===== config.mk =====
export PLATFORM = sky130hd
export DESIGN_NAME = dpwm_recip
export DESIGN_NICKNAME = d
export VERILOG_FILES = /design/src/hw/rtl/assert_macros.svh /design/src/hw/rtl/dpwm_pkg.sv /design/src/hw/rtl/dpwm_recip.sv
export SDC_FILE = /design/constraint.sdc
export NUM_CORES = 1
export LEC_CHECK = 0
export BUFFER_PORTS_ARGS = -buffer_cell sky130_fd_sc_hd__buf_2
export CAP_MARGIN = 20
export CORE_MARGIN = 5
export CORE_UTILIZATION = 63
export DETAILED_ROUTE_END_ITERATION = 10
export PLACE_DENSITY = 0.79
export SLEW_MARGIN = 20
export SYNTH_ARGS = -nofsm -noshare
export SYNTH_HDL_FRONTEND = slang
export SYNTH_SLANG_ARGS = --single-unit

===== constraint.sdc =====
create_clock -name vclk -period 10.7
set_clock_uncertainty 0.05 [all_clocks]
set_input_delay 0 -clock vclk [all_inputs]
set_output_delay 0 -clock vclk [all_outputs]
set_load 0.1 [all_outputs]

===== src/hw/rtl/assert_macros.svh =====
// Assertion macros for the RTL of the dual PWM driver, included by its top level.
`ifndef ASSERT_MACROS_SVH
`define ASSERT_MACROS_SVH
`ifndef SYNTH
// same-cycle implication, checked at every rising clock edge outside reset
`define DPWM_ASSERT_SAME(lbl, clk, rst, cond, prop, msg) \
   lbl: assert property (@(posedge clk) disable iff (rst) (cond) |-> (prop)) else $error(msg);
// next-cycle implication, checked at every rising clock edge outside reset
`define DPWM_ASSERT_NEXT(lbl, clk, rst, cond, prop, msg) \
   lbl: assert property (@(posedge clk) disable iff (rst) (cond) |=> (prop)) else $error(msg);
`else
`define DPWM_ASSERT_SAME(lbl, clk, rst, cond, prop, msg)
`define DPWM_ASSERT_NEXT(lbl, clk, rst, cond, prop, msg)
`endif
`endif


===== src/hw/rtl/dpwm_pkg.sv =====
// Types and constants shared by the dual PWM H-bridge driver.
`default_nettype none
package dpwm_pkg;

   localparam int WIDTH_BITS   = 20;
   localparam int FUNC_BITS    = 2;
   localparam int CHAN_BITS    = 2;
   localparam int VALUE_BITS   = 7;
   localparam int MAX_CHANNELS = 2;
   localparam int SEL_BITS     = 1;
   localparam int ADDR_BITS    = 5;
   localparam int DATA_BITS    = 32;
   localparam int INDEX_BITS   = 3;

   localparam logic [FUNC_BITS-1:0] FUNC_TICK    = 2'd0;
   localparam logic [FUNC_BITS-1:0] FUNC_DUTY    = 2'd1;
   localparam logic [FUNC_BITS-1:0] FUNC_DIR     = 2'd2;
   localparam logic [FUNC_BITS-1:0] FUNC_STANDBY = 2'd3;

   localparam logic [INDEX_BITS-1:0] REG_PERIOD = 3'd0;
   localparam logic [INDEX_BITS-1:0] REG_MIN_A  = 3'd1;
   localparam logic [INDEX_BITS-1:0] REG_MAX_A  = 3'd2;
   localparam logic [INDEX_BITS-1:0] REG_MIN_B  = 3'd3;
   localparam logic [INDEX_BITS-1:0] REG_MAX_B  = 3'd4;

   localparam logic [1:0] DIR_OFF = 2'b00;
   localparam logic [1:0] DIR_FWD = 2'b01;
   localparam logic [1:0] DIR_REV = 2'b10;

   localparam logic [WIDTH_BITS-1:0] DEFAULT_PERIOD    = 20'd1000000;
   localparam logic [WIDTH_BITS-1:0] DEFAULT_MIN_WIDTH = DEFAULT_PERIOD >> 7;

   localparam logic [VALUE_BITS-1:0] PCT_FULL = 7'd100;

   // |span| * pct stays below 2^27; multiply by ceil(2^34/100) and shift for an exact /100
   localparam int MAG_BITS    = 27;
   localparam int RECIP_BITS  = 28;
   localparam int RECIP_SHIFT = 34;
   localparam logic [RECIP_BITS-1:0] RECIP_FACTOR = 28'd171798692;

   typedef logic [WIDTH_BITS-1:0] width_type;

   typedef struct packed {
      width_type                    period_ticks;
      width_type [MAX_CHANNELS-1:0] min_width;
      width_type [MAX_CHANNELS-1:0] max_width;
   } cfg_type;

   typedef struct packed {
      logic [SEL_BITS-1:0] ch;
      logic                pct_zero;
      logic                value_nz;
      logic                neg;
      logic [MAG_BITS-1:0] mag;
   } scale_type;

endpackage
`default_nettype wire


===== src/hw/rtl/dpwm_recip.sv =====
// Back half of the duty mapping: divide by one hundred via reciprocal, apply sign, add low width.
`default_nettype none
module dpwm_recip
   import dpwm_pkg::*;
(
   input  wire width_type           lo,
   input  wire logic                neg,
   input  wire logic [MAG_BITS-1:0] mag,
   output      width_type           width
);

   logic [MAG_BITS+RECIP_BITS-1:0] prod;
   width_type                      quot;

   assign prod  = (MAG_BITS + RECIP_BITS)'(mag) * (MAG_BITS + RECIP_BITS)'(RECIP_FACTOR);
   assign quot  = prod[RECIP_SHIFT +: WIDTH_BITS];
   // quotient truncates toward zero, so the sign goes on after the divide
   assign width = neg ? (lo - quot) : (lo + quot);

endmodule
`default_nettype wire


After elaboration in Yosys (flattened, before gate mapping)
Index checks and enable logic that the tools add are counted.
{"block": "op_classes", "add_sub_neg": 2, "n_mul": 1, "n_mux": 1}
{"operator": "$mul A27 B26 Y52 const B", "count": 1}
{"operator": "$add A20 B20 Y20", "count": 1}
{"operator": "$mux W20", "count": 1}
{"operator": "$sub A20 B20 Y20", "count": 1}
{"block": "word_totals", "ff_bits": 0, "inputBits": 48, "output_inout_bits": 20, "wordCells": 4}

Logic depth before layout (Yosys ltp)
{"block": "logic_depth", "word_depth": 3, "mapped_depth": 37, "mapped_depth_nobuf": 36}

Worst setup path before layout
OpenSTA, ideal clock, no wires.
{"block": "synth_timing", "path_kind": "input to output", "start": "input mag[12]", "end": "output width[18]", "arrival_ns": 8.448, "required_ns": 10.650, "path_slack_ns": 2.202, "path_stages": 32, "n_path_buf": 0, "path_cell_list": "ha_1 > inv_1 > fa_1 > inv_1 > fa_1 > inv_1 > fa_1 > inv_1 > fa_1 > fa_1 > inv_1 > fa_1 > inv_1 > ha_1 > a21oi_1 > o211ai_1 > a311oi_1 > o211ai_1 > a21boi_1 > mux2_2 > o221ai_1 > nor4_4 > a211oi_1 > a211oi_1 > xor2_1 > ha_1 > and3_1 > and3_1 > nand3_1 > nand3b_1 > a21oi_1 > xnor2_1"}
{"block": "synth_between", "elab_chain_cells": 3, "word_cells_on_any_way": 4, "classes_between": "2 x add/sub; 1 x mul; 1 x mux"}
{"element": "from (decl)", "line": "dpwm_recip.sv:8", "source": "input wire logic [MAG_BITS-1:0] mag,"}
{"element": "$mul A27 B26 Y52 *", "line": "dpwm_recip.sv:15", "source": "assign prod = (MAG_BITS + RECIP_BITS)'(mag) * (MAG_BITS + RECIP_BITS)'(RECIP_FACTOR);"}
{"element": "$add A20 B20 Y20 or $sub A20 B20 Y20 (tied branches)", "line": "dpwm_recip.sv:18", "source": "assign width = neg ? (lo - quot) : (lo + quot);"}
{"element": "$mux W20 *", "line": "dpwm_recip.sv:18"}
{"element": "to (decl)", "line": "dpwm_recip.sv:9", "source": "output width_type width"}
Mark *: on every way between the ends. The rest lies on a longest branch, timed or not.

Worst setup path after layout
{"block": "layout_timing", "start": "input mag[10]", "end": "output width[19]"}
The elaborated chain is that of the path after synthesis.

==> metrics.yaml <==
crit_arrival_ns: 8.95
die_area_um2: 23500
critical_path_depth: 34
post_cts_resize_count: 0
coreArea_um2: 20200
num_vias: 9425
yosysMostFrequentCell: "inv_1"
dr.pass1.iters: 6
hold_depth: 5
fmax_mhz: 111
hold_path.class: "primary input to primary output"
synth_xor_area_share_pct: 3.69
synth_fa_ha_area_share_pct: 69.2
path_buf_inv: 8
criticalPathCategory: "primary input to primary output"
wire_per_inst_um: 18.5
finalCritPeriodShare_pct: 84.1
row_count: 52
tns_ns: 0
end_kind: "primary output"
register_area_um2: 0
cts_setup_buffers: 0
multi_input_area_um2: 11400
post_drt_via_cell_ratio: 5.52
synth_top_family_by_area: "adder cells"
grt_max_degree: 23
min_period_ns: 9.00
die_w_um: 153
slew_headroom_pct: 52.6
synth.distinct_cells: 60
synth_compound_area_share_pct: 8.47
syn_area_per_cell_um2: 9.41
start_util_pct: 64.1
slew_viol_final: 0
seq_cell_count: 0
diodes: 0
synthTopCellsByArea: "fa_1, ha_1, inv_1"
yosys_warnings: 0
synth_top_area_share_pct: 38.4
status: "completed"
globalplace.congestion: 1.03
synth_top_area_cell: "fa_1"
die_y_um: 153
drtIter0Drc: 496
post_synth_and_or_nand_nor_area_fraction_pct: 6.28
clkbuf_count: 0
tightest_slew_ns: 0.700
hold_buffers: 0
crit_path_start_kind: "primary input"
grt-ovfl-total: 0
final_core_util_pct: 67.3
synth_cells: 1378
crit_family: "adder cells"
max_stage_delay_ns: 0.63
io_pins: 68
grt_pass1_wl_um: 51300
syn_to_final_growth_pct: 4.97
grt_pass1_vias: 10300
muxShareOfSynthArea_pct: 0.251
routed_wl_um: 31600
setup_viol: 0
ys_seq_area_share_pct: 0
portBuffers: 68
drc: 0
nets: 2056
max-cap-violations: 0
synth_common_cells: "inv_1, ha_1, fa_1"
ant_nets: 0
crit_required_ns: 10.65
worstPathMaxFanout: 9
place_hpwl_um: 29600
hold_violations: 0
fillers: 1649
synth.net_count: 1994
syn-cell-area_um2: 13000
rsz0062_at_grt: "no"
grtUsageTotal_pct: 27.3
layout-drive-gt1-share_pct: 5.70
antenna_found_initial: 0
crit_slowest_cell: "nor4_1"
layout make-up:
type	count	area share, %
inverter	408	11.3
multi-input combinational	962	83.8
timing repair buffer	68	2.50
tap	270	2.48
kinds of logic after synthesis:
kind of cell	after synthesis
xor gates and xnor gates	53
adders and majority gates	568
muxes	3
buffers and inverters	416
and+or+nand+nor	167
AOI/OAI and AO/OA	171
layer usage:
metal / wire [µm] / vias up / track usage (%)
met1: 12300 / 4611 / 33.9
met3: 2000 / 50 / 4.24
met4: 1160 / 0 / 8.16
met2: 16100 / 268 / 49.4
li1: - / 4496 / -
met5: 0 / - / 0
path summary, 6_finish.rpt:
check / start / end / slack, ns
hold / removal: lo[0] / width[0] / 0.52
setup / recovery: mag[10] / width[19] / 1.70
through the flow:
step | std cells | instance area, µm² | worst slack, ns | hold WS [ns]
2_1_floorplan | 1378 | 13000 | 2.20 | 0.454
3_5_place_dp | 1708 | 13600 | 1.74 | 0.526
5_1_grt | 1708 | 13600 | 1.17 | 0.556
3_3_place_gp | 1708 | 13600 | 1.77 | 0.509
4_1_cts | 1708 | 13600 | 1.72 | 0.526
6_report | 1708 | 13600 | 1.70 | 0.523
placed cells by master (no fill, tap or decap), types with 6 or more instances in the layout:
cell type,count
a31oi_1,6
nor3_1,11
nor2_1,40
nand2_1,48
xor2_1,19
buf_2,68
nand3_1,16
inv_1,408
fa_1,249
ha_1,319
xnor2_1,33
nor4_1,6
o211ai_1,9
a21o_1,14
and3_1,8
o21ai_0,24
nand4_1,9
nor2b_1,6
a21oi_1,63
Power is left out: the tool's default activity adds up to more than one toggle a clock period on the data nets, which glitch-free logic cannot reach.
