`config.mk`:
```
export PLATFORM = sky130hd
export DESIGN_NAME = dpwm_scale
export DESIGN_NICKNAME = d
export VERILOG_FILES = /design/src/hw/rtl/assert_macros.svh /design/src/hw/rtl/dpwm_pkg.sv /design/src/hw/rtl/dpwm_scale.sv
export SDC_FILE = /design/constraint.sdc
export NUM_CORES = 1
export LEC_CHECK = 0
export ABC_CLOCK_PERIOD_IN_PS = 11900
export BUFFER_PORTS_ARGS = -buffer_cell sky130_fd_sc_hd__clkbuf_2
export CELL_PAD_IN_SITES_DETAIL_PLACEMENT = 1
export CELL_PAD_IN_SITES_GLOBAL_PLACEMENT = 1
export CORE_MARGIN = 5
export CORE_UTILIZATION = 43
export DETAILED_ROUTE_END_ITERATION = 10
export PLACE_DENSITY = 0.9
export SYNTH_ARGS = -nofsm -noshare
export SYNTH_HDL_FRONTEND = slang
export SYNTH_SLANG_ARGS = --single-unit
```
`constraint.sdc`:
```
create_clock -name vclk -period 11.9
set_input_delay 1.19 -clock vclk [all_inputs]
set_output_delay 1.19 -clock vclk [all_outputs]
set_load 0.02 [all_outputs]
```
`src/hw/rtl/assert_macros.svh`:
```
// Assertion macros for the RTL of the dual PWM driver, included by its top level.
`ifndef ASSERT_MACROS_SVH
`define ASSERT_MACROS_SVH
`ifndef SYNTH
// same-cycle implication, checked at every rising clock edge outside reset
`define DPWM_ASSERT_SAME(lbl, clk, rst, cond, prop, msg) \
   lbl: assert property (@(posedge clk) disable iff (rst) (cond) |-> (prop)) else $error(msg);
// next-cycle implication, checked at every rising clock edge outside reset
`define DPWM_ASSERT_NEXT(lbl, clk, rst, cond, prop, msg) \
   lbl: assert property (@(posedge clk) disable iff (rst) (cond) |=> (prop)) else $error(msg);
`else
`define DPWM_ASSERT_SAME(lbl, clk, rst, cond, prop, msg)
`define DPWM_ASSERT_NEXT(lbl, clk, rst, cond, prop, msg)
`endif
`endif

```
`src/hw/rtl/dpwm_pkg.sv`:
```
// Types and constants shared by the dual PWM H-bridge driver.
`default_nettype none
package dpwm_pkg;

   localparam int WIDTH_BITS   = 20;
   localparam int FUNC_BITS    = 2;
   localparam int CHAN_BITS    = 2;
   localparam int VALUE_BITS   = 7;
   localparam int MAX_CHANNELS = 2;
   localparam int SEL_BITS     = 1;
   localparam int ADDR_BITS    = 5;
   localparam int DATA_BITS    = 32;
   localparam int INDEX_BITS   = 3;

   localparam logic [FUNC_BITS-1:0] FUNC_TICK    = 2'd0;
   localparam logic [FUNC_BITS-1:0] FUNC_DUTY    = 2'd1;
   localparam logic [FUNC_BITS-1:0] FUNC_DIR     = 2'd2;
   localparam logic [FUNC_BITS-1:0] FUNC_STANDBY = 2'd3;

   localparam logic [INDEX_BITS-1:0] REG_PERIOD = 3'd0;
   localparam logic [INDEX_BITS-1:0] REG_MIN_A  = 3'd1;
   localparam logic [INDEX_BITS-1:0] REG_MAX_A  = 3'd2;
   localparam logic [INDEX_BITS-1:0] REG_MIN_B  = 3'd3;
   localparam logic [INDEX_BITS-1:0] REG_MAX_B  = 3'd4;

   localparam logic [1:0] DIR_OFF = 2'b00;
   localparam logic [1:0] DIR_FWD = 2'b01;
   localparam logic [1:0] DIR_REV = 2'b10;

   localparam logic [WIDTH_BITS-1:0] DEFAULT_PERIOD    = 20'd1000000;
   localparam logic [WIDTH_BITS-1:0] DEFAULT_MIN_WIDTH = DEFAULT_PERIOD >> 7;

   localparam logic [VALUE_BITS-1:0] PCT_FULL = 7'd100;

   // |span| * pct stays below 2^27; multiply by ceil(2^34/100) and shift for an exact /100
   localparam int MAG_BITS    = 27;
   localparam int RECIP_BITS  = 28;
   localparam int RECIP_SHIFT = 34;
   localparam logic [RECIP_BITS-1:0] RECIP_FACTOR = 28'd171798692;

   typedef logic [WIDTH_BITS-1:0] width_type;

   typedef struct packed {
      width_type                    period_ticks;
      width_type [MAX_CHANNELS-1:0] min_width;
      width_type [MAX_CHANNELS-1:0] max_width;
   } cfg_type;

   typedef struct packed {
      logic [SEL_BITS-1:0] ch;
      logic                pct_zero;
      logic                value_nz;
      logic                neg;
      logic [MAG_BITS-1:0] mag;
   } scale_type;

endpackage
`default_nettype wire

```
`src/hw/rtl/dpwm_scale.sv`:
```
// Front half of the duty mapping: channel clamp, percent saturation, span times percent.
`default_nettype none
module dpwm_scale
   import dpwm_pkg::*;
#(
   parameter int NUM_CHANNELS = 2
) (
   input  wire logic [CHAN_BITS-1:0]  channel,
   input  wire logic [VALUE_BITS-1:0] value,
   input  wire cfg_type               cfg,
   output      scale_type             scale
);

   logic [SEL_BITS-1:0]   sel;
   logic [VALUE_BITS-1:0] pct;
   logic [WIDTH_BITS:0]   diff;
   logic [WIDTH_BITS:0]   span_full;
   logic                  neg;

   always_comb begin
      // clamp out-of-range channels onto the last one
      if (channel >= CHAN_BITS'(NUM_CHANNELS)) begin
         sel = SEL_BITS'(NUM_CHANNELS - 1);
      end else begin
         sel = channel[SEL_BITS-1:0];
      end
      pct       = (value > PCT_FULL) ? PCT_FULL : value;
      diff      = {1'b0, cfg.max_width[sel]} - {1'b0, cfg.min_width[sel]};
      neg       = diff[WIDTH_BITS];
      span_full = neg ? ((WIDTH_BITS + 1)'(0) - diff) : diff;
   end

   assign scale.ch       = sel;
   assign scale.pct_zero = (pct == '0);
   assign scale.value_nz = (value != '0);
   assign scale.neg      = neg;
   assign scale.mag      = MAG_BITS'(span_full[WIDTH_BITS-1:0]) * MAG_BITS'(pct);

endmodule
`default_nettype wire

```
======== Word-level counts from Yosys, hierarchy flattened ========
Cells that the tools add are included.
Widths: inputs -> output; s select.
cells by class
  $add $sub $neg .......................... 2
  multipliers ............................. 1
  order comparisons ....................... 3
  muxes and demuxes ....................... 7
  reduce and logical (&&, ||, !) cells .... 2
operators by type and width
  kind                   number
  $mux 20                5
  $mul 20x7->27          1
  $sub 20x20->21         1
  $sub 1x20->20 const A  1
  $gt 7x7->1 const B     1
  $logic_not 7->1        1
  $mux 7                 1
  $reduce_bool 7->1      1
  $ge 2x2->1 const B     1
  $lt 1x2->1 const B     1
  $mux 1                 1
storage, ports and cells
  register bits after elaboration ......... 0
  input bits .............................. 109
  output and inout bits ................... 31
  logic and storage cells ................. 15

======== Depth between registers and ports, before layout ========
  depth in word-level cells ............... 8
  gate-level depth with buffers ........... 34
  gate-level depth less buffers ........... 33

======== Worst setup path after synthesis ========
No wires, ideal clock.
  path type ............................... input port to output port
  from .................................... input channel[0]
  to ...................................... output scale[26] (netlist bit)
  data arrival time ....................... 8890 ps
  data required time ...................... 10710 ps
  slack ................................... 1820 ps
  cell stages on the path ................. 33
  path buffers ............................ 1
  path through ............................ nor2_1 buf_1 mux2i_1 ha_1 inv_1 fa_1 a211oi_2 o21ai_1 nor4b_2 or2_4 a31oi_1 o21ai_2 inv_2 o21ai_1 xnor2_1 nand2_1 fa_1 inv_1 fa_1 inv_1 fa_1 fa_1 inv_1 ha_1 a21o_1 a21o_1 a221oi_1 a21oi_1 o22ai_1 o311a_1 o21bai_1 a21oi_1 xnor2_1
RTL lines
  what         line              RTL
  from (decl)  dpwm_scale.sv:8   input wire logic [CHAN_BITS-1:0] channel,
  to (decl)    dpwm_scale.sv:11  output scale_type scale

==> flow_metrics.tcl <==
set metrics [dict create \
    cts_setup_buffers 0 \
    slowest_stage "xnor2_1" \
    setup_viol 0 \
    finalMaxSlewViolations 0 \
    synth.most_common_cell "nor2_1" \
    arrival_ps 10030 \
    crit_top_cell "fa_1" \
    port_buffers 120 \
    die_w_um 133.4 \
    syn-mean-instance-area_sq_um 8.125 \
    gp_congestion 0.8464 \
    critPathKind "in2out" \
    postCtsHoldBufs 0 \
    rows 45 \
    place_hpwl_um 16430 \
    dr.first_iter.drc_count 208 \
    num_antenna_cells 0 \
    fin_nets 1171 \
    dp.cells 1092 \
    max-cap-violations 0 \
    synthCells 806 \
    critPathMaxFanout 22 \
    slew_headroom 0.4981 \
    ant_nets 0 \
    die-height_um 133.4 \
    finalHoldViolations 0 \
    period_needed_ps 11220 \
    yosysWarnings 0 \
    post_drt_wl_per_cell_um 17.28 \
    ys_top_cells_by_area "fa_1 28%, ha_1 13%, nor2_1 6.8%, inv_1 5.3%, xnor2_1 3.7%" \
    synth_commonest_cells "119 x nor2_1, 93 x inv_1, 90 x fa_1" \
    rsz0062_at_grt "false" \
    design.die.area_sq_mm 0.01780 \
    start_util 0.4340 \
    final_layout_size_suffix_gt1_frac 0.2035 \
    slowest_delay_ps 640 \
    drc_errors 0 \
    synthDistinctLibCells 72 \
    hold_ws_ps 2790 \
    num_vias 6181 \
    drt_pass1_iterations 5 \
    grt_use_total 0.2138 \
    finalSetupTns_ps 0 \
    grt_first_pass_wirelength_um 32560 \
    end_kind "output pin" \
    worst_pin_slew_ps 747.4 \
    synth_area_sq_mm 0.006549 \
    fillers 1916 \
    cp.required_ps 10710 \
    hp-class "in2out" \
    synth_fp_nets 1071 \
    grt_max_degree 23 \
    post_drt_via_cell_ratio 5.660 \
    ios 140 \
    regArea_sq_um 0 \
    grt_overflow_total 0 \
    start_kind "primary input" \
    antenna_found_initial 0 \
    yosysTopAreaCellShare 0.2751 \
    seq_cell_count 0 \
    grt_pass1_vias 6982 \
    ys_seq_area_frac 0 \
    syn_to_final_growth_pct 11.79 \
    instances_no_fill 1092 \
    core_sq_mm 0.01509 \
    nClkBuffers 0 \
    timing.final.crit_share 0.9428 \
    synth_top_cell_by_area "fa_1" \
    outcome "completed" \
    timing.fmax_mhz 89.13 \
    drt-total-wl_um 18870 \
]
## kinds of logic after synthesis
family,after synthesis,share of synthesized area
adder cells (fa/ha/maj),156,0.4012
XOR/XNOR,48,0.07681
AND/OR/NAND/NOR,275,0.2002
multiplexers,40,0.06496
AO/OA/AOI/OAI,164,0.1828
buffers and inverters,123,0.07394
## cell usage in the layout, fill, tap and decap left out, types with 22 or more instances in the layout
cell,Yosys,final
clkbuf_2,0,120
a21oi_1,39,39
xnor2_1,28,27
nand2_1,52,52
inv_1,93,93
ha_1,66,66
o21ai_0,22,22
fa_1,90,90
nor2_1,119,118
## layout make-up
type / count / area (sq um) / share of cell area
tap: 188 / 235.2 / 0.03213
timing repair buffer: 127 / 653.1 / 0.08922
inverter: 94 / 352.8 / 0.04820
multi-input combinational: 683 / 6080 / 0.8305
## per-layer routing
layer | global-route usage | vias up | share of wire
li1 | - | 2926 | -
met1 | 0.2727 | 3102 | 0.42
met2 | 0.4134 | 129 | 0.54
met3 | 0.006798 | 24 | 0.030
met4 | 0.02400 | 0 | 0.011
met5 | 0 | - | 0
## path summary, 6_finish.rpt
| check | from | end | cells after the start |
|---|---|---|---|
| setup / recovery | channel[0] | scale[25] | 33 |
| hold / removal | value[4] | scale[28] | 4 |
## worst max-delay path, delay by kind of cell
kind                     cells  cell delay (ps)
AO/OA/AOI/OAI               10             1720
XOR/XNOR                     2              780
adder cells (fa/ha/maj)      6             2810
buffers and inverters        7             1070
multiplexers                 1              350
AND/OR/NAND/NOR              7             2100
## per-stage QoR
step	utilization	area, sq um	worst slack (ps)
global route	0.4852	7321	16.69
detailed placement	0.4847	7313	743.3
floorplan	-	6549	1820
CTS	0.4847	7313	708.5
global placement	0.4847	7313	1004
finish	0.4852	7321	680.5
## timing repair
| action | CTS | global route |
|---|---|---|
| gates resized for setup | 0 | 1 |
| hold endpoints to repair | 0 | 0 |
| endpoints found under the setup margin | 0 | 1 |
Power is not shown: default switching activity piles up to over one toggle a cycle in this logic, so the estimate is an artifact.
