$ cat config.mk
export PLATFORM = sky130hd
export DESIGN_NAME = dpwm_csr
export DESIGN_NICKNAME = d
export VERILOG_FILES = /design/src/hw/rtl/assert_macros.svh /design/src/hw/rtl/dpwm_pkg.sv /design/src/hw/rtl/dpwm_csr.sv
export SDC_FILE = /design/constraint.sdc
export NUM_CORES = 1
export LEC_CHECK = 0
export ABC_AREA = 1
export CORE_UTILIZATION = 32
export CTS_CLUSTER_DIAMETER = 30
export DETAILED_ROUTE_END_ITERATION = 8
export DONT_BUFFER_PORTS = 1
export HOLD_SLACK_MARGIN = 0.12
export PLACE_DENSITY_LB_ADDON = 0.25
export SLEW_MARGIN = 25
export SYNTH_ARGS = -nofsm -noshare
export SYNTH_HDL_FRONTEND = slang
export SYNTH_SLANG_ARGS = --single-unit
$ cat constraint.sdc
create_clock -name clock -period 1.6 [get_ports clock]
set_input_delay 0.08 -clock clock [delete_from_list [all_inputs] [get_ports clock]]
set_output_delay 0.08 -clock clock [all_outputs]
set_load 0.005 [all_outputs]
$ cat src/hw/rtl/assert_macros.svh
// Assertion macros for the RTL of the dual PWM driver, included by its top level.
`ifndef ASSERT_MACROS_SVH
`define ASSERT_MACROS_SVH
`ifndef SYNTH
// same-cycle implication, checked at every rising clock edge outside reset
`define DPWM_ASSERT_SAME(lbl, clk, rst, cond, prop, msg) \
   lbl: assert property (@(posedge clk) disable iff (rst) (cond) |-> (prop)) else $error(msg);
// next-cycle implication, checked at every rising clock edge outside reset
`define DPWM_ASSERT_NEXT(lbl, clk, rst, cond, prop, msg) \
   lbl: assert property (@(posedge clk) disable iff (rst) (cond) |=> (prop)) else $error(msg);
`else
`define DPWM_ASSERT_SAME(lbl, clk, rst, cond, prop, msg)
`define DPWM_ASSERT_NEXT(lbl, clk, rst, cond, prop, msg)
`endif
`endif

$ cat src/hw/rtl/dpwm_pkg.sv
// Types and constants shared by the dual PWM H-bridge driver.
`default_nettype none
package dpwm_pkg;

   localparam int WIDTH_BITS   = 20;
   localparam int FUNC_BITS    = 2;
   localparam int CHAN_BITS    = 2;
   localparam int VALUE_BITS   = 7;
   localparam int MAX_CHANNELS = 2;
   localparam int SEL_BITS     = 1;
   localparam int ADDR_BITS    = 5;
   localparam int DATA_BITS    = 32;
   localparam int INDEX_BITS   = 3;

   localparam logic [FUNC_BITS-1:0] FUNC_TICK    = 2'd0;
   localparam logic [FUNC_BITS-1:0] FUNC_DUTY    = 2'd1;
   localparam logic [FUNC_BITS-1:0] FUNC_DIR     = 2'd2;
   localparam logic [FUNC_BITS-1:0] FUNC_STANDBY = 2'd3;

   localparam logic [INDEX_BITS-1:0] REG_PERIOD = 3'd0;
   localparam logic [INDEX_BITS-1:0] REG_MIN_A  = 3'd1;
   localparam logic [INDEX_BITS-1:0] REG_MAX_A  = 3'd2;
   localparam logic [INDEX_BITS-1:0] REG_MIN_B  = 3'd3;
   localparam logic [INDEX_BITS-1:0] REG_MAX_B  = 3'd4;

   localparam logic [1:0] DIR_OFF = 2'b00;
   localparam logic [1:0] DIR_FWD = 2'b01;
   localparam logic [1:0] DIR_REV = 2'b10;

   localparam logic [WIDTH_BITS-1:0] DEFAULT_PERIOD    = 20'd1000000;
   localparam logic [WIDTH_BITS-1:0] DEFAULT_MIN_WIDTH = DEFAULT_PERIOD >> 7;

   localparam logic [VALUE_BITS-1:0] PCT_FULL = 7'd100;

   // |span| * pct stays below 2^27; multiply by ceil(2^34/100) and shift for an exact /100
   localparam int MAG_BITS    = 27;
   localparam int RECIP_BITS  = 28;
   localparam int RECIP_SHIFT = 34;
   localparam logic [RECIP_BITS-1:0] RECIP_FACTOR = 28'd171798692;

   typedef logic [WIDTH_BITS-1:0] width_type;

   typedef struct packed {
      width_type                    period_ticks;
      width_type [MAX_CHANNELS-1:0] min_width;
      width_type [MAX_CHANNELS-1:0] max_width;
   } cfg_type;

   typedef struct packed {
      logic [SEL_BITS-1:0] ch;
      logic                pct_zero;
      logic                value_nz;
      logic                neg;
      logic [MAG_BITS-1:0] mag;
   } scale_type;

endpackage
`default_nettype wire

$ cat src/hw/rtl/dpwm_csr.sv
// Configuration register file with its APB-style access port.
`default_nettype none
module dpwm_csr
   import dpwm_pkg::*;
(
   input  wire logic                 clock,
   input  wire logic                 reset,
   input  wire logic                 csr_psel,
   input  wire logic                 csr_penable,
   input  wire logic                 csr_pwrite,
   input  wire logic [ADDR_BITS-1:0] csr_paddr,
   input  wire logic [DATA_BITS-1:0] csr_pwdata,
   output      logic [DATA_BITS-1:0] csr_prdata,
   output      logic                 csr_pready,
   output      cfg_type              cfg
);

   cfg_type                 cfg_ff;
   cfg_type                 cfg_in;
   logic [INDEX_BITS-1:0]   index;
   logic                    write_en;
   width_type               wdata;
   width_type               rdata;

   assign index      = csr_paddr[ADDR_BITS-1:2];
   assign write_en   = csr_psel && csr_penable && csr_pwrite;
   assign wdata      = csr_pwdata[WIDTH_BITS-1:0];
   assign csr_pready = 1'b1;
   assign cfg        = cfg_ff;

   always_comb begin
      cfg_in = cfg_ff;
      if (write_en) begin
         case (index)
            REG_PERIOD: cfg_in.period_ticks = wdata;
            REG_MIN_A:  cfg_in.min_width[0] = wdata;
            REG_MAX_A:  cfg_in.max_width[0] = wdata;
            REG_MIN_B:  cfg_in.min_width[1] = wdata;
            REG_MAX_B:  cfg_in.max_width[1] = wdata;
            default:    cfg_in = cfg_ff;
         endcase
      end
   end

   always_comb begin
      case (index)
         REG_PERIOD: rdata = cfg_ff.period_ticks;
         REG_MIN_A:  rdata = cfg_ff.min_width[0];
         REG_MAX_A:  rdata = cfg_ff.max_width[0];
         REG_MIN_B:  rdata = cfg_ff.min_width[1];
         REG_MAX_B:  rdata = cfg_ff.max_width[1];
         default:    rdata = '0;
      endcase
   end

   assign csr_prdata = DATA_BITS'(rdata);

   always_ff @(posedge clock) begin
      if (reset) begin
         cfg_ff.period_ticks <= DEFAULT_PERIOD;
         cfg_ff.min_width    <= {MAX_CHANNELS{DEFAULT_MIN_WIDTH}};
         cfg_ff.max_width    <= {MAX_CHANNELS{DEFAULT_PERIOD}};
      end else begin
         cfg_ff <= cfg_in;
      end
   end

endmodule
`default_nettype wire

# Word level (Yosys, flattened, before mapping)

Cells that the tools add are included.

Logic and storage cells: 18
Register bits after elaboration: 100
Output and inout port bits: 133
Input port bits: 42

Eq/ne operators: 4
Reduce and logical (&&, ||, !) cells: 8
Multiplexer cells: 1

Operators with widths:

| kind                                                 | count |
|---|---|
| one-hot mux 20 bit (5 select lines)                  | 1 |
| AND reduction 2 bit                                  | 5 |
| equality test 3 x 2 -> 1 bit (second input constant) | 2 |
| equality test 3 x 1 -> 1 bit (second input constant) | 1 |
| equality test 3 bit (second input constant)          | 1 |
| zero test 3 bit                                      | 1 |
| logical AND 1 bit                                    | 2 |

# Longest topological paths before layout

Gate-level depths: netlist of run 1.

Depth after elaboration: 3
Gate-level depth with buffers: 9
Depth with buffers taken out: 7

# Least setup slack after synthesis of run 1

Ideal clock, no wire load.

Path kind: input to register
Start point: in csr_paddr[2]
End point: reg cfg_ff, in the netlist cfg[13]
Data arrival time: 0.850 ns
Path slack: 0.637 ns
Stages on the path: 8
Required time: 1.487 ns
Setup time: 0.113 ns
Path buffers: 2
Path through: buf_4 -> inv_1 -> nand2_2 -> nor2_2 -> buf_4 -> nand3_1 -> nand2_1 -> nor2_1

Longest elaborated chain between the ends: 2

RTL lines:

| what                          | RTL line       | text |
|---|---|---|
| start: declaration            | dpwm_csr.sv:11 | `input wire logic [ADDR_BITS-1:0] csr_paddr,` |
| equality test 3 x 2 -> 1 bit  | dpwm_csr.sv:34 | `case (index)` |
| AND reduction 2 bit (no line) | n/a            |  |
| end signal: assignment        | dpwm_csr.sv:64 | `cfg_ff <= cfg_in;` |
| end: declaration              | dpwm_csr.sv:18 | `cfg_type cfg_ff;` |

Every way passes these cells.
A chain may end at the register's enable or synchronous reset.

# Final worst setup path of run 1

Start point: in csr_paddr[4]
End point: reg cfg_ff, in the netlist cfg[92]

Longest elaborated chain between the ends: 2

RTL lines:

| what                          | RTL line |
|---|---|
| zero test 3 bit               | dpwm_csr.sv:34 |
| AND reduction 2 bit (no line) | n/a |

Every way passes these cells.

==> results of run 1 <==
[per-stage QoR]
stage               total power [mW]  utilization, %  instance area [um2]
global route                    5.41            37.7                 5730
global placement                3.04            34.1                 5180
floorplan                       2.95               -                 5040
detailed placement              3.04            34.1                 5180
finish                          5.18            37.7                 5730
CTS                             5.24            37.8                 5740
[placed cells by master (no fill, tap or decap), drive strengths merged]
cell,netlist,layout
nand2,245,245
conb,2,13
nand4,1,1
dlygate4sd3,0,27
buf,54,23
clkbuf,4,13
clkinv,0,2
nand3,132,132
inv,70,70
dfxtp,100,100
nor2,189,189
clkinvlp,0,1
[where the power goes]
group | leakage [nW] | switching (mW) | internal, mW
clock | 0.136 | 0.997 | 1.14
sequential | 0.809 | 0.0361 | 2.52
combinational | 1.74 | 0.320 | 0.160
total | 2.69 | 1.35 | 3.82
[worst min path at each step]
stage / from / end / slack, ns / cells after the start
CTS: csr_paddr[3] / cfg[49]$_SDFFE_PP1P_ / 0.13 / 4
global placement: csr_pwdata[7] / cfg[47]$_SDFFE_PP1P_ / 0.21 / 2
floorplan: csr_pwdata[2] / cfg[42]$_SDFFE_PP1P_ / 0.21 / 2
global route: csr_paddr[3] / cfg[40]$_SDFFE_PP0P_ / 0.13 / 5
detailed placement: csr_pwdata[12] / cfg[72]$_SDFFE_PP1P_ / 0.21 / 2
finish: csr_paddr[3] / cfg[40]$_SDFFE_PP0P_ / 0.12 / 5
[routing by layer]
layer,GRT usage (%),part of all wire (%)
met5,0,0
met4,6.93,1.1
met2,35.3,47
met3,6.62,8.2
met1,27.5,43
[worst max-delay path, stage by stage]
cell and delay (ns):
inv_4 0.18, nand2_2 0.12, nor2_4 0.14, dlygate4sd3_1 0.80
nand3_1 0.11, nand2_1 0.08, nor2_1 0.04
[synth_stat cells (2+ instances only)]
cell type	n
nand3_1	129
inv_4	2
nand2_1	244
nor2_4	5
dfxtp_1	100
buf_1	9
buf_2	16
clkbuf_1	4
buf_4	27
inv_1	65
inv_2	3
nand3_4	2
buf_6	2
nor2_1	183
conb_1	2
[final cells by class]
cell class / instances / area (um2) / area share (%)
clock inverter: 3 / 21.3 / 0.371
multi-input combinational: 580 / 2430 / 42.4
tap: 188 / 235 / 4.10
inverter: 70 / 268 / 4.67
timing repair buffer: 50 / 518 / 9.03
sequential: 100 / 2000 / 34.9
clock buffer: 13 / 260 / 4.54
[cell families (layout without fill, tap and decap cells)]
family	count (synthesis)	count (layout)	share of synthesized area [%]
flip-flops	100	100	40.0
AND/OR/NAND/NOR	567	567	47.4
other	2	13	0.150
buffers and inverters	128	136	12.4
[repair_timing]
| action | 4_1_cts | 5_1_grt |
|---|---|---|
| setup endpoints to repair | 0 | 8 |
| gates resized for setup | 0 | 0 |
| hold buffers | 28 | 0 |
| hold endpoints to repair | 100 | 0 |
==> metrics.md, run 1 <==
| Metric | Value |
|---|---|
| Status | `finished, final reports clean` |
| CTS H-tree depth | `3` |
| Achievable Freq | `760 MHz` |
| Port-buffer cells | `0` |
| Cell taking the most area after synthesis | `dfxtp_1` |
| DR vias/cell | `4.82` |
| Mapped Cells | `797` |
| Avg WL per Cell | `16.7 um` |
| Starting Density | `32.9%` |
| FF-to-FF End | `cfg[12]$_SDFFE_PP0P_` |
| Core box area | `15200 um2` |
| Worst Hold Slack | `0.123 ns` |
| Non-filler cells, final | `1004` |
| Die Span X | `127 um` |
| Layout Nets | `853` |
| Dpl ws | `0.248 ns` |
| Final setup vio count | `0` |
| # clock sinks | `100` |
| Worst-path clk slew | `0.07 ns` |
| Synth Warn # | `0` |
| Register area share after synthesis | `40.0%` |
| Number of CTS-inserted buffers | `9` |
| Leakage | `2.69 nW` |
| Worst Path Max Fanout | `16` |
| Fill cell count | `1674` |
| Via count | `4837` |
| Vias in the first global route | `4412` |
| Max FFs per register | `100` |
| Critical path class | `input port to flip-flop` |
| Max-slew violation count | `0` |
| DIE HEIGHT | `127 um` |
| GRT Total Usage | `21.7%` |
| Synthesized area | `5000 um2` |
| CP endpoint kind | `flip-flop` |
| Drt pass-1 iters | `5` |
| Final WL | `16.7 mm` |
| Hold Fails Final Rpt | `0` |
| Clk_lat worst skew | `0.36 ns` |
| Iter 0 DRT Violations | `322` |
| Reg2reg start | `cfg[12]$_SDFFE_PP0P_` |
| Setup_tns | `0 ns` |
| Post-synth EDFFs | `0` |
| Largest net degree at the start of global routing | `101` |
| I/O pin count | `175` |
| Share of layout cells above drive strength 1 | `6.99%` |
| Largest cells by area after synthesis | `dfxtp_1 (40%), nand2_1 (18%), nor2_1 (14%)` |
| Placed insts | `961` |
| Worst reg-to-reg path cell count | `2` |
| Power Density | `903 nW/um2` |
| Crit share post-route | `82.2%` |
| Critical Path RT | `1.85 ns` |
| Skew final | `0 ns` |
| DR DRC count | `0` |
| Max cap viols | `0` |
| Unrepaired setup endpoints after global routing | `no` |
| Crit path from | `csr_paddr[4]` |
| Yosys top cell area share | `40.0%` |
| Synth async-reset ratio | `0%` |
| Startpoint type of the worst setup path | `input port` |
| Layout area overhead | `14.7%` |
| Cell Rows | `45` |
| Post-synth top flop | `dfxtp_1` |
| Gr ovfl total | `0` |
| GP Congestion | `0.752` |
| Final HPWL DP | `11.4 mm` |
| TritonCTS clock tree | `yes` |
| Netlist cell types | `19` |
| Max VDD drop | `0.469 mV` |
| Die area | `16100 um2` |
| Hold WC Path Type | `input port to flip-flop` |
| Flop2flop setup slack | `0.93 ns` |
| Antenna violations before repair | `0` |
| Setup ws final | `0.285 ns` |
| Post-CTS Setup Bufs | `0` |
| Post-route minimum period | `1.32 ns` |
| CTS Root Buffer Type | `clkbuf_16` |
| Worst Setup EP | `cfg[92]$_SDFFE_PP0P_` |
| First-pass GRT wire length | `26.2 mm` |
| N_diodes | `0` |
| FF+latch count, synth | `100` |
| Syn avg cell area | `6.27 um2` |
| Routed Antenna Nets | `0` |
| Critical Path AT | `1.56 ns` |
| Clock buffer depth | `2` |
Note: power is estimated with default switching activity, not from simulation.
==> run 2, diff against run 1 <==
--- a/config.mk
+++ b/config.mk
@@ -5,7 +5,7 @@
 export SDC_FILE = /design/constraint.sdc
 export NUM_CORES = 1
 export LEC_CHECK = 0
-export ABC_AREA = 1
+export ABC_AREA = 0
 export CORE_UTILIZATION = 32
 export CTS_CLUSTER_DIAMETER = 30
 export DETAILED_ROUTE_END_ITERATION = 8
==> constraint.sdc (replaced) <==
create_clock -name clock -period 1.3 [get_ports clock]
set_input_delay 0.065 -clock clock [delete_from_list [all_inputs] [get_ports clock]]
set_output_delay 0.065 -clock clock [all_outputs]
set_load 0.005 [all_outputs]
==> metrics.md, run 2 <==
| Metric | Value |
|---|---|
| Status | `finished with violations` |
| Failing checks | `DRC, hold timing, setup timing` |
| Startpoint type of the worst setup path | `flip-flop` |
| N_diodes | `0 (unchanged)` |
| Power Density | `1030 nW/um2 (+14%)` |
| Worst-margin pin slew | `0.703 ns` |
| Worst Path Max Fanout | `3 (-13)` |
| Largest cells by area after synthesis | `dfxtp_1 (41%), mux2i_1 (19%), nand2b_1 (7.9%)` |
| Largest net degree at the start of global routing | `72 (-29%)` |
| Avg WL per Cell | `21.1 um (+26%)` |
| Final setup vio count | `3 (+3)` |
| Post-synth EDFFs | `0 (unchanged)` |
| Synthesized area | `4840 um2 (-3.2%)` |
| Setup_tns | `-0.0852 ns (-0.0852 ns)` |
| Crit share post-route | `105%` |
| CTS H-tree depth | `3 (unchanged)` |
| Leakage | `2.59 nW (-3.7%)` |
| Normalized max-slew margin | `53.0%` |
| Critical-path cell list | `mux2i_2, o2bb2ai_2, a221o_1` |
| Layout Nets | `610 (-28%)` |
| Synth top cells by count | `dfxtp_1 (100), mux2i_1 (92), nand2b_1 (61), o21ai_0 (52), nor2_1 (46)` |
| Dpl ws | `0.133 ns (-0.115 ns)` |
| # clock sinks | `100 (unchanged)` |
| Hold Fails Final Rpt | `1 (+1)` |
| Post-route minimum period | `1.37 ns` |
| GRT Total Usage | `20.8% (-0.94 points)` |
| CTS Root Buffer Type | `clkbuf_16` |
| Iter 0 DRT Violations | `254 (-21%)` |
| Share of layout cells above drive strength 1 | `16.8% (+9.8 points)` |
| Die Span X | `125 um (-1.6%)` |
| Critical Path AT | `1.31 ns (-0.25 ns)` |
| Skew final | `0 ns (unchanged)` |
| Netlist cell types | `31 (+12)` |
| Max-slew violation count | `0 (unchanged)` |
| Number of CTS-inserted buffers | `9 (unchanged)` |
| Worst Hold Slack | `-0.100 ns (-0.224 ns)` |
| Fill cell count | `1378 (-18%)` |
| Cell taking the most area after synthesis | `dfxtp_1` |
| Storage element area | `2060 um2 (+3.1%)` |
| Synth Warn # | `0 (unchanged)` |
| Post-CTS Setup Bufs | `0 (unchanged)` |
| Via count | `3988 (-18%)` |
| Final HPWL DP | `9.12 mm (-20%)` |
| Gr ovfl total | `0 (unchanged)` |
| I/O pin count | `175 (unchanged)` |
| Routed Antenna Nets | `0 (unchanged)` |
| DR vias/cell | `5.27 (+9.3%)` |
| Starting Density | `33.0% (+0.15 points)` |
| Drt pass-1 iters | `6 (+1)` |
| Die area | `15600 um2 (-3.2%)` |
| DIE HEIGHT | `125 um (-1.6%)` |
| FF+latch count, synth | `100 (unchanged)` |
| Mapped Cells | `491 (-38%)` |
| Max VDD drop | `0.663 mV (+42%)` |
| Register area share after synthesis | `41.4% (+1.3 points)` |
| Slowest-stage cell, CP | `dfxtp_4` |
| TritonCTS clock tree | `yes` |
| Area occupied by multi-input gates | `2590 um2 (+6.6%)` |
| Critical path class | `flip-flop to output port` |
| Max cap viols | `0 (unchanged)` |
| CP endpoint kind | `output port` |
| Unrepaired setup endpoints after global routing | `yes` |
| Post-synth top flop | `dfxtp_1` |
| Antenna violations before repair | `0 (unchanged)` |
| Final WL | `16.0 mm (-4.6%)` |
| Synth async-reset ratio | `0% (unchanged)` |
| Layout area overhead | `29.8%` |
| Cell Rows | `44 (-2.2%)` |
| GP Congestion | `0.722 (-4.0%)` |
| Setup ws final | `-0.0700 ns (-0.355 ns)` |
| Port-buffer cells | `0 (unchanged)` |
| Achievable Freq | `730 MHz` |
| Syn avg cell area | `9.85 um2 (+57%)` |
| Clk_lat worst skew | `0.35 ns (about the same)` |
| Most common cell in the netlist | `dfxtp_1` |
| Hold WC Path Type | `input port to flip-flop` |
| Critical Path RT | `1.24 ns (-0.61 ns)` |
| Yosys top cell area share | `41.4% (+1.3 points)` |
| Clock buffer depth | `2 (unchanged)` |
| Worst-path clk slew | `0.08 ns (about the same)` |
| DR DRC count | `28 (+28)` |
| Max FFs per register | `100 (unchanged)` |
| First-pass GRT wire length | `24.6 mm (-6.1%)` |
| Worst stage delay on the critical path | `0.36 ns (-0.44 ns)` |
| Core box area | `14600 um2 (-3.7%)` |
| Vias in the first global route | `4201 (-4.8%)` |
| Commonest non-fill, non-tap cells in the layout | `mux2i_1 (89), dlygate4sd3_1 (89), nand2b_1 (61)` |
## run 2: final timing paths
path,startpoint,endpoint,slack (ns),cells past startpoint
setup / recovery,cfg[66]$_SDFFE_PP0P_,csr_prdata[6],-0.07,3
hold / removal,csr_paddr[3],cfg[99]$_SDFFE_PP1P_,-0.10,2
setup reg to reg,cfg[44]$_SDFFE_PP0P_,cfg[44]$_SDFFE_PP0P_,0.01,4
hold reg to reg,cfg[77]$_SDFFE_PP0P_,cfg[77]$_SDFFE_PP0P_,0.51,2
## run 2: per-stage QoR
stage / power (mW) / hold WS, ns / utilization, % / instance area [um2] / cells
2_1_floorplan: 3.53 / 0.233 / - / 4880 / 502
3_3_place_gp: 3.51 / 0.217 / 33.5 / 4910 / 649
5_1_grt: 6.69 / -0.104 / 42.9 / 6280 / 757
4_1_cts: 6.52 / -0.111 / 42.6 / 6240 / 760
6_report: 6.45 / -0.100 / 42.9 / 6280 / 757
3_5_place_dp: 3.51 / 0.217 / 33.5 / 4910 / 649
## run 2: cells by family (layout without fill, tap and decap cells)
logic type      count (synthesis)  after routing  share of synthesized area (%)
buf+inv                        51            122                           7.16
simple gates                  150            150                           18.6
mux                            93             93                           19.3
other cells                     2             13                          0.155
compound gates                 95             95                           13.4
flops                         100            100                           41.4
## run 2: routing by layer
layer | global-route usage (%) | wire, um | vias up
met5 | 0 | 0 | -
met4 | 5.95 | 183 | 0
met3 | 6.03 | 1410 | 15
met2 | 36.5 | 7560 | 153
met1 | 24.4 | 6790 | 1969
li1 | - | - | 1851
## run 2: report_power, final
group | leakage, nW | internal, mW | switching [mW]
logic | 1.62 | 0.234 | 0.250
clock network | 0.146 | 1.57 | 1.30
registers | 0.818 | 3.08 | 0.0256
## run 2: timing repair
item	4_1_cts	5_1_grt
hold endpoints to repair	100	15
pin swaps	5	9
setup endpoints to repair	7	61
hold buffers	95	2
gates resized for setup	19	50
## run 2: layout make-up
class	instances	area share (%)
Clock buffer	10	3.80
Clock inverter	6	1.14
Multi-Input combinational cell	351	41.2
Sequential cell	100	32.9
Tap cell	184	3.67
Timing Repair Buffer	106	17.3
## run 2: critical path, delay by kind of cell (launching register included)
kind | cells | cell delay, ns
DFF | 1 | 0.36
muxes | 1 | 0.18
AOI/OAI and AO/OA | 2 | 0.41
==> run 3, diff against run 2 <==
--- a/config.mk
+++ b/config.mk
@@ -6,7 +6,7 @@
 export NUM_CORES = 1
 export LEC_CHECK = 0
 export ABC_AREA = 0
-export CORE_UTILIZATION = 32
+export CORE_UTILIZATION = 43
 export CTS_CLUSTER_DIAMETER = 30
 export DETAILED_ROUTE_END_ITERATION = 8
 export DONT_BUFFER_PORTS = 1
==> metrics.md, run 3 (same netlist as run 2, synthesis figures left out) <==
| Metric | Value |
|---|---|
| Hold WC Path Type | `input port to flip-flop` |
| Largest net degree at the start of global routing | `72 (unchanged)` |
| Via count | `4082 (+2.4%)` |
| Worst Path Max Fanout | `4 (+1)` |
| Layout Nets | `627 (+2.8%)` |
| Critical Path AT | `1.62 ns (+0.31 ns)` |
| I/O pin count | `175 (unchanged)` |
| Startpoint type of the worst setup path | `input port` |
| CTS H-tree depth | `3 (unchanged)` |
| Max cap viols | `0 (unchanged)` |
| Max-slew violation count | `0 (unchanged)` |
| Flop2flop setup slack | `-0.02 ns (-0.03 ns)` |
| Status | `finished with violations` |
| # clock sinks | `100 (unchanged)` |
| Post-route minimum period | `1.33 ns (-0.0390 ns)` |
| WHS Endpoint | `cfg[84]$_SDFFE_PP0P_` |
| Most common cell after layout, fill and taps aside | `dlygate4sd3_1` |
| Power Density | `876 nW/um2 (-15%)` |
| Drt pass-1 iters | `5 (-1)` |
| GP Congestion | `0.731 (+1.3%)` |
| Final Util | `57.1% (+14 points)` |
| Worst reg-to-reg path cell count | `4 (unchanged)` |
| Clock buffer depth | `2 (unchanged)` |
| Iter 0 DRT Violations | `229 (-9.8%)` |
| Worst-path clk slew | `0.10 ns (+0.02 ns)` |
| Die area | `11700 um2 (-25%)` |
| Placed cell areas | `4850 um2 (-1.3%)` |
| Hold Fails Final Rpt | `0 (-1)` |
| Layout area overhead | `28.5%` |
| Routed Antenna Nets | `0 (unchanged)` |
| Worst-margin pin slew | `0.667 ns (-0.0354 ns)` |
| Clk_lat worst skew | `0.36 ns (about the same)` |
| Port-buffer cells | `0 (unchanged)` |
| Die Span X | `108 um (-14%)` |
| HP Start | `csr_paddr[3]` |
| Setup_tns | `-0.129 ns (-0.0440 ns)` |
| Leakage | `2.61 nW (+1.1%)` |
| Normalized max-slew margin | `55.4% (+2.4 points)` |
| Critical path class | `input port to flip-flop` |
| Final HPWL DP | `8.44 mm (-7.5%)` |
| Final WL | `15.1 mm (-5.1%)` |
| CTS Root Buffer Type | `clkbuf_8` |
| Area occupied by multi-input gates | `2580 um2 (-0.29%)` |
| Avg WL per Cell | `20.8 um (-1.4%)` |
| Gr ovfl total | `0 (unchanged)` |
| Crit share post-route | `102% (-3.0 points)` |
| Share of layout cells above drive strength 1 | `17.1% (+0.39 points)` |
| Reg2reg start | `cfg[46]$_SDFFE_PP0P_` |
| Pwr Total | `5.44 mW (-16%)` |
| Max FFs per register | `100 (unchanged)` |
| Number of CTS-inserted buffers | `9 (unchanged)` |
| CP endpoint kind | `flip-flop` |
| N_diodes | `0 (unchanged)` |
| Max VDD drop | `0.476 mV (-28%)` |
| Setup ws final | `-0.0311 ns (+0.0390 ns)` |
| TritonCTS clock tree | `yes` |
| Cell Rows | `38 (-14%)` |
| Storage element area | `2070 um2 (+0.18%)` |
| Final Cell Area | `6220 um2 (-1.0%)` |
| FF-to-FF End | `cfg[46]$_SDFFE_PP0P_` |
| DR vias/cell | `5.60 (+6.3%)` |
| Starting Density | `44.4% (+11 points)` |
| DR DRC count | `0 (-100%)` |
| Skew final | `0 ns (unchanged)` |
| Commonest non-fill, non-tap cells in the layout | `dlygate4sd3_1 (102), mux2i_1 (91), nand2b_1 (61)` |
| Vias in the first global route | `3989 (-5.0%)` |
| Antenna violations before repair | `0 (unchanged)` |
| Failing checks | `setup timing` |
| DIE HEIGHT | `108 um (-14%)` |
| Critical Path RT | `1.59 ns (+0.35 ns)` |
| Core box area | `10900 um2 (-26%)` |
| Fill cell count | `970 (-30%)` |
| First-pass GRT wire length | `22.4 mm (-9.1%)` |
| Worst Hold Depth | `3 (+1)` |
| Achievable Freq | `751 MHz (+2.9%)` |
| Final setup vio count | `9 (+6)` |
| Unrepaired setup endpoints after global routing | `yes` |
| GRT Total Usage | `25.5% (+4.8 points)` |
-- run 3: cell types whose count changed in the layout (fill, tap and decap cells not counted), moves of 3 or more --
cell,change
dfxtp_1,-7
clkbuf_16,-9
buf_4,+3
clkbuf_8,+10
dlygate4sd3_1,+13
dfxtp_2,+9
-- run 3: critical path, stage by stage --
cell           delay, ns
and4b_2             0.27
nand3_2             0.09
buf_4               0.14
dlygate4sd3_1       0.81
mux2i_1             0.24
-- run 3: through the flow --
stage	hold WS, ns	cells	setup WS, ns
after floorplan	0.233	502	0.205
after global placement	0.215	607	0.122
after detailed placement	0.216	607	0.0882
after CTS	0.0604	725	-0.0484
after global routing	0.0358	729	-0.0859
final	0.0454	729	-0.0311
-- run 3: area by class of cell --
class	instances	share of cell area [%]
Sequential cell	100	33.3
Multi-Input combinational cell	352	41.5
Tap cell	140	2.82
Clock inverter	2	0.161
Clock buffer	13	2.56
Timing Repair Buffer	122	19.6
-- run 3: worst max-delay path by stage --
stage	from	to	depth (start not counted)
after floorplan	csr_paddr[3]	csr_prdata[10]	5
after global placement	csr_paddr[2]	csr_prdata[12]	3
after detailed placement	csr_paddr[2]	csr_prdata[6]	3
after CTS	cfg[72]$_SDFFE_PP1P_	csr_prdata[12]	3
after global routing	cfg[66]$_SDFFE_PP0P_	csr_prdata[6]	3
final	csr_pwrite	cfg[79]$_SDFFE_PP0P_	5
-- run 3: report_power, final --
part / internal (mW) / switching [mW] / leakage, nW
clock network: 0.789 / 1.05 / 0.0893
registers: 3.08 / 0.0249 / 0.816
logic: 0.251 / 0.252 / 1.71
total: 4.12 / 1.32 / 2.61
-- run 3: timing repair --
item	in CTS	in global routing
endpoints found under the hold margin	100	17
pin swaps	5	10
resized for setup	16	58
setup buffers	0	1
setup endpoints to repair	8	45
hold buffers	103	6
gates cloned	0	1
-- run 3: layer usage --
metal  GRT usage, %  wire length [um]  vias to the layer above
li1               -                 -                     1873
met4           7.83               199                        0
met3           5.49              1180                       14
met1           30.9              6350                     2017
met5              0                 0                        -
met2           44.9              7420                      178
